`src/sv/integer_to_base_digits_unit_defines.svh`:
```
// Assertion macros shared by the integer-to-digits unit.
`ifndef INTEGER_TO_BASE_DIGITS_UNIT_DEFINES_SVH
`define INTEGER_TO_BASE_DIGITS_UNIT_DEFINES_SVH
`ifndef NO_ASSERTIONS
// Property must hold at every clock edge outside reset.
`define ITB_ASSERT(lbl, prop, msg) \
   lbl: assert property (@(posedge clock) disable iff (reset) prop) else $error(msg);
// Condition in any cycle implies result in the next cycle.
`define ITB_ASSERT_NEXT(lbl, pre, post, msg) \
   lbl: assert property (@(posedge clock) disable iff (reset) (pre) |=> (post)) \
      else $error(msg);
`else
`define ITB_ASSERT(lbl, prop, msg)
`define ITB_ASSERT_NEXT(lbl, pre, post, msg)
`endif
`endif

```
`src/sv/itob_pkg.sv`:
```
// Shared types, constants and the digit-to-ASCII function.
package itob_pkg;

   localparam int VALUE_W        = 64;
   localparam int BASE_W         = 5;
   localparam int CHAR_W         = 7;
   localparam int DIGIT_W        = 4;
   localparam int MAX_DIGITS     = 64;
   localparam int ADDR_W         = $clog2(MAX_DIGITS);
   localparam int BITS_PER_CYCLE = 8;
   localparam int DIV_STEPS      = VALUE_W / BITS_PER_CYCLE;
   localparam int STEP_W         = $clog2(DIV_STEPS);
   localparam int QUEUE_DEPTH    = 2;
   localparam int QPTR_W         = $clog2(QUEUE_DEPTH);
   localparam int QCNT_W         = $clog2(QUEUE_DEPTH + 1);

   localparam logic [BASE_W-1:0]  BASE_MIN     = 5'd2;
   localparam logic [BASE_W-1:0]  BASE_MAX     = 5'd16;
   localparam logic [DIGIT_W-1:0] DIGIT_TEN    = 4'd10;
   localparam logic [CHAR_W-1:0]  CHAR_ZERO    = 7'h30;
   localparam logic [CHAR_W-1:0]  CHAR_UPPER_A = 7'h41;
   localparam logic [CHAR_W-1:0]  CHAR_LOWER_A = 7'h61;

   // One conversion request after radix clamping
   typedef struct packed {
      logic [VALUE_W-1:0] value;
      logic [BASE_W-1:0]  radix;
      logic               upper;
   } itob_item_type;

   typedef enum logic [1:0] {
      ST_IDLE,
      ST_DIV,
      ST_CHECK,
      ST_EMIT
   } itob_state_type;

   // Map a digit value 0..15 to its ASCII code
   function automatic logic [CHAR_W-1:0] digit_char(input logic [DIGIT_W-1:0] d,
                                                    input logic up);
      logic [CHAR_W-1:0] letter_base;
      letter_base = up ? CHAR_UPPER_A : CHAR_LOWER_A;
      if (d < DIGIT_TEN) begin
         return CHAR_ZERO + CHAR_W'(d);
      end
      return letter_base + CHAR_W'(d - DIGIT_TEN);
   endfunction

endpackage

```
`src/sv/integer_to_base_digits_unit.sv`:
```
// Top level: 64-bit integer to ASCII digits in radix 2..16.
//
//   channel   direction  words                          handshake
//   req_      in         value, base, uppercase         req_valid / req_ready
//   rsp_      out        one character per digit, last  rsp_valid / rsp_ready
//
// Flow: for each digit the divider works through the 64-bit word 8 quotient
//   bits per step, then stores the digit; the digit buffer is then read back
//   most significant digit first, with one read in flight at a time.
// Reset: synchronous; clears control only. The digit buffer is written before
//   every read of it and needs no clearing.
// Stalls: a holding register and a two-word queue take new requests while the
//   back part works; the digit buffer lets the divider run ahead of rsp_ready.
module integer_to_base_digits_unit (
   input  logic                        clock,
   input  logic                        reset,
   input  logic                        req_valid,
   output logic                        req_ready,
   input  logic [itob_pkg::VALUE_W-1:0] req_value,
   input  logic [itob_pkg::BASE_W-1:0]  req_base,
   input  logic                        req_uppercase,
   output logic                        rsp_valid,
   input  logic                        rsp_ready,
   output logic [itob_pkg::CHAR_W-1:0] rsp_character,
   output logic                        rsp_last
);
   import itob_pkg::*;

   logic          push_valid;
   logic          push_ready;
   itob_item_type push_item;
   logic          pop_valid;
   logic          pop_ready;
   itob_item_type pop_item;

   itob_front u_front (
      .clock         (clock),
      .reset         (reset),
      .req_valid     (req_valid),
      .req_ready     (req_ready),
      .req_value     (req_value),
      .req_base      (req_base),
      .req_uppercase (req_uppercase),
      .push_valid    (push_valid),
      .push_ready    (push_ready),
      .push_item     (push_item)
   );

   itob_fifo u_fifo (
      .clock      (clock),
      .reset      (reset),
      .push_valid (push_valid),
      .push_ready (push_ready),
      .push_item  (push_item),
      .pop_valid  (pop_valid),
      .pop_ready  (pop_ready),
      .pop_item   (pop_item)
   );

   itob_back u_back (
      .clock         (clock),
      .reset         (reset),
      .pop_valid     (pop_valid),
      .pop_ready     (pop_ready),
      .pop_item      (pop_item),
      .rsp_valid     (rsp_valid),
      .rsp_ready     (rsp_ready),
      .rsp_character (rsp_character),
      .rsp_last      (rsp_last)
   );

endmodule

```
`src/sv/itob_ram.sv`:
```
// Generic single-port-write, single-port-read RAM with registered read data.
module itob_ram #(
   parameter int WIDTH = 4,
   parameter int DEPTH = 64
) (
   input  logic                     clock,
   input  logic                     wr_en,
   input  logic [$clog2(DEPTH)-1:0] wr_addr,
   input  logic [WIDTH-1:0]         wr_data,
   input  logic                     rd_en,
   input  logic [$clog2(DEPTH)-1:0] rd_addr,
   output logic [WIDTH-1:0]         rd_data
);

   logic [WIDTH-1:0] mem_ff [DEPTH];
   logic [WIDTH-1:0] rd_data_ff;

   // Write port
   always_ff @(posedge clock) begin
      if (wr_en) begin
         mem_ff[wr_addr] <= wr_data;
      end
   end

   // Registered read port
   always_ff @(posedge clock) begin
      if (rd_en) begin
         rd_data_ff <= mem_ff[rd_addr];
      end
   end

   assign rd_data = rd_data_ff;

endmodule

```
`src/sv/itob_fifo.sv`:
```
// Short request queue between the front and back parts.
`include "integer_to_base_digits_unit_defines.svh"
module itob_fifo (
   input  logic                  clock,
   input  logic                  reset,
   input  logic                  push_valid,
   output logic                  push_ready,
   input  itob_pkg::itob_item_type push_item,
   output logic                  pop_valid,
   input  logic                  pop_ready,
   output itob_pkg::itob_item_type pop_item
);
   import itob_pkg::*;

   itob_item_type     ent_ff [QUEUE_DEPTH];
   logic [QPTR_W-1:0] wr_ptr_ff;
   logic [QPTR_W-1:0] rd_ptr_ff;
   logic [QCNT_W-1:0] count_ff;
   logic [QPTR_W-1:0] wr_ptr_in;
   logic [QPTR_W-1:0] rd_ptr_in;
   logic [QCNT_W-1:0] count_in;
   logic              push_fire;
   logic              pop_fire;

   assign push_ready = (count_ff != QCNT_W'(QUEUE_DEPTH));
   assign pop_valid  = (count_ff != '0);
   assign pop_item   = ent_ff[rd_ptr_ff];
   assign push_fire  = push_valid && push_ready;
   assign pop_fire   = pop_valid && pop_ready;

   // Pointer and fill-count update
   always_comb begin
      wr_ptr_in = wr_ptr_ff;
      rd_ptr_in = rd_ptr_ff;
      count_in  = count_ff;
      if (push_fire) begin
         wr_ptr_in = (wr_ptr_ff == QPTR_W'(QUEUE_DEPTH - 1)) ? '0 : wr_ptr_ff + 1'b1;
      end
      if (pop_fire) begin
         rd_ptr_in = (rd_ptr_ff == QPTR_W'(QUEUE_DEPTH - 1)) ? '0 : rd_ptr_ff + 1'b1;
      end
      if (push_fire && !pop_fire) begin
         count_in = count_ff + 1'b1;
      end else if (pop_fire && !push_fire) begin
         count_in = count_ff - 1'b1;
      end
   end

   always_ff @(posedge clock) begin
      if (reset) begin
         wr_ptr_ff <= '0;
         rd_ptr_ff <= '0;
         count_ff  <= '0;
      end else begin
         wr_ptr_ff <= wr_ptr_in;
         rd_ptr_ff <= rd_ptr_in;
         count_ff  <= count_in;
      end
   end

   // Entry storage
   always_ff @(posedge clock) begin
      if (push_fire) begin
         ent_ff[wr_ptr_ff] <= push_item;
      end
   end

   `ITB_ASSERT(a_count_bound, count_ff <= QCNT_W'(QUEUE_DEPTH), "queue fill count overflow")

endmodule

```
`src/sv/itob_front.sv`:
```
// Front part: takes request words, clamps the radix into 2..16, feeds the queue.
module itob_front (
   input  logic                        clock,
   input  logic                        reset,
   input  logic                        req_valid,
   output logic                        req_ready,
   input  logic [itob_pkg::VALUE_W-1:0] req_value,
   input  logic [itob_pkg::BASE_W-1:0]  req_base,
   input  logic                        req_uppercase,
   output logic                        push_valid,
   input  logic                        push_ready,
   output itob_pkg::itob_item_type     push_item
);
   import itob_pkg::*;

   logic          hold_valid_ff;
   logic          hold_valid_in;
   itob_item_type hold_item_ff;
   itob_item_type hold_item_in;
   logic          req_fire;

   assign req_ready  = !hold_valid_ff || push_ready;
   assign req_fire   = req_valid && req_ready;
   assign push_valid = hold_valid_ff;
   assign push_item  = hold_item_ff;

   // Classify: saturate the radix
   always_comb begin
      hold_item_in.value = req_value;
      hold_item_in.upper = req_uppercase;
      if (req_base < BASE_MIN) begin
         hold_item_in.radix = BASE_MIN;
      end else if (req_base > BASE_MAX) begin
         hold_item_in.radix = BASE_MAX;
      end else begin
         hold_item_in.radix = req_base;
      end
   end

   // Holding register valid
   always_comb begin
      hold_valid_in = hold_valid_ff;
      if (req_fire) begin
         hold_valid_in = 1'b1;
      end else if (push_ready) begin
         hold_valid_in = 1'b0;
      end
   end

   always_ff @(posedge clock) begin
      if (reset) begin
         hold_valid_ff <= 1'b0;
      end else begin
         hold_valid_ff <= hold_valid_in;
      end
   end

   always_ff @(posedge clock) begin
      if (req_fire) begin
         hold_item_ff <= hold_item_in;
      end
   end

endmodule

```
`src/sv/itob_back.sv`:
```
// Back part: radix divider, digit buffer and most-significant-first emitter.
`include "integer_to_base_digits_unit_defines.svh"
module itob_back (
   input  logic                        clock,
   input  logic                        reset,
   input  logic                        pop_valid,
   output logic                        pop_ready,
   input  itob_pkg::itob_item_type     pop_item,
   output logic                        rsp_valid,
   input  logic                        rsp_ready,
   output logic [itob_pkg::CHAR_W-1:0] rsp_character,
   output logic                        rsp_last
);
   import itob_pkg::*;

   itob_state_type     state_ff;
   itob_state_type     state_in;
   logic [VALUE_W-1:0] quot_ff;
   logic [DIGIT_W-1:0] rem_ff;
   logic [BASE_W-1:0]  radix_ff;
   logic               upper_ff;
   logic [STEP_W-1:0]  step_ff;
   logic [ADDR_W-1:0]  wr_idx_ff;
   logic [ADDR_W-1:0]  rd_idx_ff;
   logic               pend_ff;
   logic               pend_last_ff;
   logic               rsp_valid_ff;
   logic [CHAR_W-1:0]  rsp_char_ff;
   logic               rsp_last_ff;

   logic [VALUE_W-1:0] div_quot;
   logic [DIGIT_W-1:0] div_rem;
   logic               step_last;
   logic               digits_done;
   logic               rd_issue;
   logic               ram_wr_en;
   logic [DIGIT_W-1:0] ram_rd_data;

   assign step_last   = (step_ff == STEP_W'(DIV_STEPS - 1));
   assign digits_done = (quot_ff == '0) || (wr_idx_ff == ADDR_W'(MAX_DIGITS - 1));

   // Restoring division, several quotient bits per cycle, MSB first
   always_comb begin : div_step
      logic [DIGIT_W:0]         part;
      logic [BITS_PER_CYCLE-1:0] qbits;
      part  = {1'b0, rem_ff};
      qbits = '0;
      for (int i = 0; i < BITS_PER_CYCLE; i++) begin
         part = {part[DIGIT_W-1:0], quot_ff[VALUE_W-1-i]};
         if (part >= radix_ff) begin
            part = part - radix_ff;
            qbits[BITS_PER_CYCLE-1-i] = 1'b1;
         end
      end
      div_rem  = part[DIGIT_W-1:0];
      div_quot = {quot_ff[VALUE_W-BITS_PER_CYCLE-1:0], qbits};
   end

   // Next state
   always_comb begin
      state_in = state_ff;
      case (state_ff)
         ST_IDLE: begin
            if (pop_valid) begin
               state_in = ST_DIV;
            end
         end
         ST_DIV: begin
            if (step_last) begin
               state_in = ST_CHECK;
            end
         end
         ST_CHECK: begin
            state_in = digits_done ? ST_EMIT : ST_DIV;
         end
         ST_EMIT: begin
            if (rd_issue && (rd_idx_ff == '0)) begin
               state_in = ST_IDLE;
            end
         end
         default: begin
            state_in = ST_IDLE;
         end
      endcase
   end

   // State outputs
   always_comb begin
      pop_ready = 1'b0;
      ram_wr_en = 1'b0;
      rd_issue  = 1'b0;
      case (state_ff)
         ST_IDLE: begin
            pop_ready = 1'b1;
         end
         ST_CHECK: begin
            ram_wr_en = 1'b1;
         end
         ST_EMIT: begin
            rd_issue = !pend_ff && (!rsp_valid_ff || rsp_ready);
         end
         default: begin
            pop_ready = 1'b0;
         end
      endcase
   end

   // Control registers
   always_ff @(posedge clock) begin
      if (reset) begin
         state_ff <= ST_IDLE;
         step_ff  <= '0;
         pend_ff  <= 1'b0;
      end else begin
         state_ff <= state_in;
         pend_ff  <= rd_issue;
         if (state_ff == ST_DIV) begin
            step_ff <= step_ff + 1'b1;
         end else begin
            step_ff <= '0;
         end
      end
   end

   // Divider datapath and buffer indexes
   always_ff @(posedge clock) begin
      pend_last_ff <= (rd_idx_ff == '0);
      case (state_ff)
         ST_IDLE: begin
            if (pop_valid) begin
               quot_ff   <= pop_item.value;
               radix_ff  <= pop_item.radix;
               upper_ff  <= pop_item.upper;
               rem_ff    <= '0;
               wr_idx_ff <= '0;
            end
         end
         ST_DIV: begin
            quot_ff <= div_quot;
            rem_ff  <= div_rem;
         end
         ST_CHECK: begin
            rem_ff    <= '0;
            rd_idx_ff <= wr_idx_ff;
            if (!digits_done) begin
               wr_idx_ff <= wr_idx_ff + 1'b1;
            end
         end
         ST_EMIT: begin
            if (rd_issue && (rd_idx_ff != '0)) begin
               rd_idx_ff <= rd_idx_ff - 1'b1;
            end
         end
         default: begin
            rem_ff <= rem_ff;
         end
      endcase
   end

   // Digit buffer, least significant digit at address zero
   itob_ram #(
      .WIDTH (DIGIT_W),
      .DEPTH (MAX_DIGITS)
   ) u_digits (
      .clock   (clock),
      .wr_en   (ram_wr_en),
      .wr_addr (wr_idx_ff),
      .wr_data (rem_ff),
      .rd_en   (rd_issue),
      .rd_addr (rd_idx_ff),
      .rd_data (ram_rd_data)
   );

   // Output register
   always_ff @(posedge clock) begin
      if (reset) begin
         rsp_valid_ff <= 1'b0;
      end else if (pend_ff) begin
         rsp_valid_ff <= 1'b1;
      end else if (rsp_ready) begin
         rsp_valid_ff <= 1'b0;
      end
   end

   always_ff @(posedge clock) begin
      if (pend_ff) begin
         rsp_char_ff <= digit_char(ram_rd_data, upper_ff);
         rsp_last_ff <= pend_last_ff;
      end
   end

   assign rsp_valid     = rsp_valid_ff;
   assign rsp_character = rsp_char_ff;
   assign rsp_last      = rsp_last_ff;

   `ITB_ASSERT(a_rem_below_radix, (state_ff == ST_CHECK) |-> (BASE_W'(rem_ff) < radix_ff), "digit not below radix")
   `ITB_ASSERT_NEXT(a_read_lands, pend_ff, rsp_valid_ff, "read data not captured in output register")
   `ITB_ASSERT(a_read_in_range, (state_ff == ST_EMIT) |-> (rd_idx_ff <= wr_idx_ff), "read beyond written digits")

endmodule

```
`config.mk`:
```
export PLATFORM = sky130hd
export DESIGN_NAME = integer_to_base_digits_unit
export DESIGN_NICKNAME = d
export VERILOG_FILES = /design/src/sv/itob_pkg.sv /design/src/sv/integer_to_base_digits_unit.sv /design/src/sv/itob_ram.sv /design/src/sv/itob_fifo.sv /design/src/sv/itob_front.sv /design/src/sv/itob_back.sv
export VERILOG_INCLUDE_DIRS = /design/src /design/src/sv
export SDC_FILE = /design/constraint.sdc
export NUM_CORES = 1
export LEC_CHECK = 0
export BUFFER_PORTS_ARGS = -buffer_cell sky130_fd_sc_hd__clkbuf_2
export CAP_MARGIN = 0
export CORE_MARGIN = 2
export CORE_UTILIZATION = 45
export DETAILED_ROUTE_END_ITERATION = 10
export GPL_ROUTABILITY_DRIVEN = 0
export PLACE_DENSITY = 0.67
export SYNTH_ARGS = -nofsm -noshare
export SYNTH_HDL_FRONTEND = slang
export SYNTH_HIERARCHICAL = 1
export SYNTH_SLANG_ARGS = --single-unit
```
`constraint.sdc`:
```
create_clock -name clock -period 13.1 [get_ports clock]
set_input_delay 2.62 -clock clock [delete_from_list [all_inputs] [get_ports clock]]
set_output_delay 2.62 -clock clock [all_outputs]
set_load 0.05 [all_outputs]
```
==> out/qor.txt <==
Final hold vios = 0
Cell accounting for the most synthesized area = edfxtp_1
Post-Route Skew = 0.0174 ns
FMAX = 0.0836 GHz
Initial drt markers = 925
Die height = 236 um
Actual slew at the worst max-slew pin = 0.883 ns
Global route total overflow = 0
RSZ-0062 raised after global routing = false
Syn Nets = 1643
Pins Over Slew Limit = 0
Min-Delay Startpoint = u_back/pend_last_ff$_DFF_P_
Mapped Cells = 1509
Setup CP Type = flip-flop to flip-flop
Worst slew margin relative to its limit = 0.411
Layout area overhead = 12.5%
Crit-path max FO = 11
Top cells by count, synth = 564 x edfxtp_1, 231 x nand2_1, 101 x nor2_1
Setup TNS Final = 0 ns
Post-route ant nets = 0
Drt drc = 0
Vias in the first global route = 13240
HP Class = flip-flop to flip-flop
Endpoints failing setup = 0
Horiz. Die Dim = 236 um
Worst path slowest cell = edfxtp_1
Final Routed Wirelength = 45000 um
Post-Syn Area = 24200 sq um
Initial Utilization = 0.453
Worst path required time = 13.47 ns
Initial antenna violation count = 0
Seq/Total Area, Yosys = 0.710
Gates resized, CTS repair = 0
Max Cap Violations = 0
Total track usage = 0.163
# fillers = 4340
Final Util = 0.510
Num Clock Sinks = 578
Crit path launch type = flip-flop
Most used cell, CP = ha_1
Hold_buf cts = 0
Largest net degree at the start of global routing = 74
TritonCTS clock tree = yes
Core ar. = 53500 sq um
Buffers on Ports = 83
Run status = complete, no violations
Synth area leaders = edfxtp_1 70%, mux4_2 4.3%, nand2_1 3.6%, mux2_2 3.5%, ha_1 2.7%
FF+latch count, synth = 578
TritonRoute pass-1 iters = 5
Warnings from Yosys = 6
Vias/cell = 5.38
R2R Path Start = u_back/radix_ff[1]$_DFFE_PP_
Syn Area/Cell = 16.1 sq um
Clk buf depth = 3
Count leader, synth = edfxtp_1
Worst endpoint data arrival time = 12.33 ns
Clk pin slew, worst setup/hold paths = 0.06 ns
DR vias = 12675
Num rows = 85
Ys async rst share = 0
Worst skew pair latency = 0.61 ns
Setup ws final = 1.14 ns
Pre-CTS WS = 1.27 ns
Final period utilization = 0.913
CTS Buf Count = 58
N_diodes = 0
Clock root buffer = clkbuf_16
Crit path from = u_back/radix_ff[1]$_DFFE_PP_
Synth top area share = 0.698
Full die area = 55800 sq um
First-pass GRT wire length = 71200 um
Post-layout net count = 1746
Ys flop type = edfxtp_1
Count of cell types in the netlist = 70
Max H-tree Level = 2
Setup bufs post-CTS = 0
Wire per inst = 19.1 um
Ratio of cells with drive above 1 in the final layout = 0.200
Post-synth EDFFs = 564
Worst setup EP type = flip-flop
Crit-path max cell delay = 0.68 ns
Post-layout min period = 11.96 ns
Ports = 84
Placed wire-length estimate = 28600 um
## sequential cells by signal, summed over array words and instances (netlist names), 4 cells and up, named ones only
name / count
u_back/wr_idx_ff: 6
u_fifo/ent_ff: 140
u_back/rsp_character: 7
u_back/u_digits/rd_data: 4
u_back/rd_idx_ff: 6
u_back/rem_ff: 4
u_back/u_digits/mem_ff: 256
u_back/quot_ff: 64
u_back/radix_ff: 5
u_front/push_item: 70
## cell usage in the layout (no fill, tap or decap), types with 9 or more instances in the layout
master / synthesis / layout
nor2_1: 101 / 101
nor4_1: 18 / 18
a22oi_1: 9 / 9
inv_1: 42 / 41
clkbuf_1: 29 / 14
a31oi_1: 9 / 9
a21oi_1: 37 / 37
xor2_1: 14 / 14
mux4_2: 46 / 46
xnor2_1: 19 / 19
edfxtp_1: 564 / 564
mux4_1: 19 / 19
ha_1: 52 / 52
nor2b_1: 13 / 12
o21ai_0: 21 / 21
clkbuf_2: 0 / 83
buf_4: 2 / 16
mux2_2: 76 / 76
clkinv_1: 1 / 10
nand3_1: 14 / 14
a21o_1: 13 / 13
nand2_1: 231 / 231
nor3_1: 13 / 13
clkbuf_16: 0 / 59
mux2i_1: 13 / 13
nand2b_1: 15 / 14
dfxtp_1: 14 / 13
## critical path, delay by kind of cell, from the launching register on
family,cells,cell delay (ns)
and+or+nand+nor,6,1.13
DFF,1,0.68
adders and majority gates,8,2.41
buffers and inverters,3,0.56
muxes,5,1.74
AOI/OAI and AO/OA,22,5.17
## path summary, 6_finish.rpt
path | slack (ns) | cells past startpoint | end
worst min-delay path | 0.42 | 0 | u_back/rsp_last$_DFFE_PP_
worst min register to register | 0.42 | 0 | u_back/rsp_last$_DFFE_PP_
worst max-delay path | 1.14 | 44 | u_back/rem_ff[3]$_SDFFCE_PN0P_
worst max register to register | 1.14 | 44 | u_back/rem_ff[3]$_SDFFCE_PN0P_
## routing by layer
| metal | vias up | track usage | share of wire |
|---|---|---|---|
| met1 | 6287 | 0.204 | 0.41 |
| met5 | - | 0 | 0 |
| met3 | 106 | 0.0259 | 0.046 |
| li1 | 5960 | - | - |
| met4 | 0 | 0.0664 | 0.036 |
| met2 | 322 | 0.283 | 0.51 |
## stage by stage
stage | cells | hold slack [ns] | area (sq um)
after floorplan | 1509 | 0.386 | 24200
after CTS | 2354 | 0.418 | 27300
after global placement | 2248 | 0.407 | 25300
after global routing | 2354 | 0.429 | 27300
final | 2354 | 0.417 | 27300
after detailed placement | 2248 | 0.407 | 25300
## cells by family after synthesis
kind of cell / Yosys count / synth area share
flops: 578 / 0.710
simple gates: 445 / 0.0814
compound gates: 136 / 0.0370
mux: 157 / 0.106
fa+ha+maj: 60 / 0.0334
buf+inv: 100 / 0.0205
xor+xnor: 33 / 0.0119
## cell type report
cell class              instances  area, sq um  area share
multi-input cells             831         6550       0.240
inverters                      44          165     0.00606
clock buffers                  76         1570      0.0576
flip-flops and latches        578        17200       0.631
clock inverters                30          364      0.0134
well taps                     696          871      0.0319
repair buffers                 99          536      0.0196
Power is left out: the tool's default activity adds up to more than one toggle a clock period on the data nets, which glitch-free logic cannot reach.
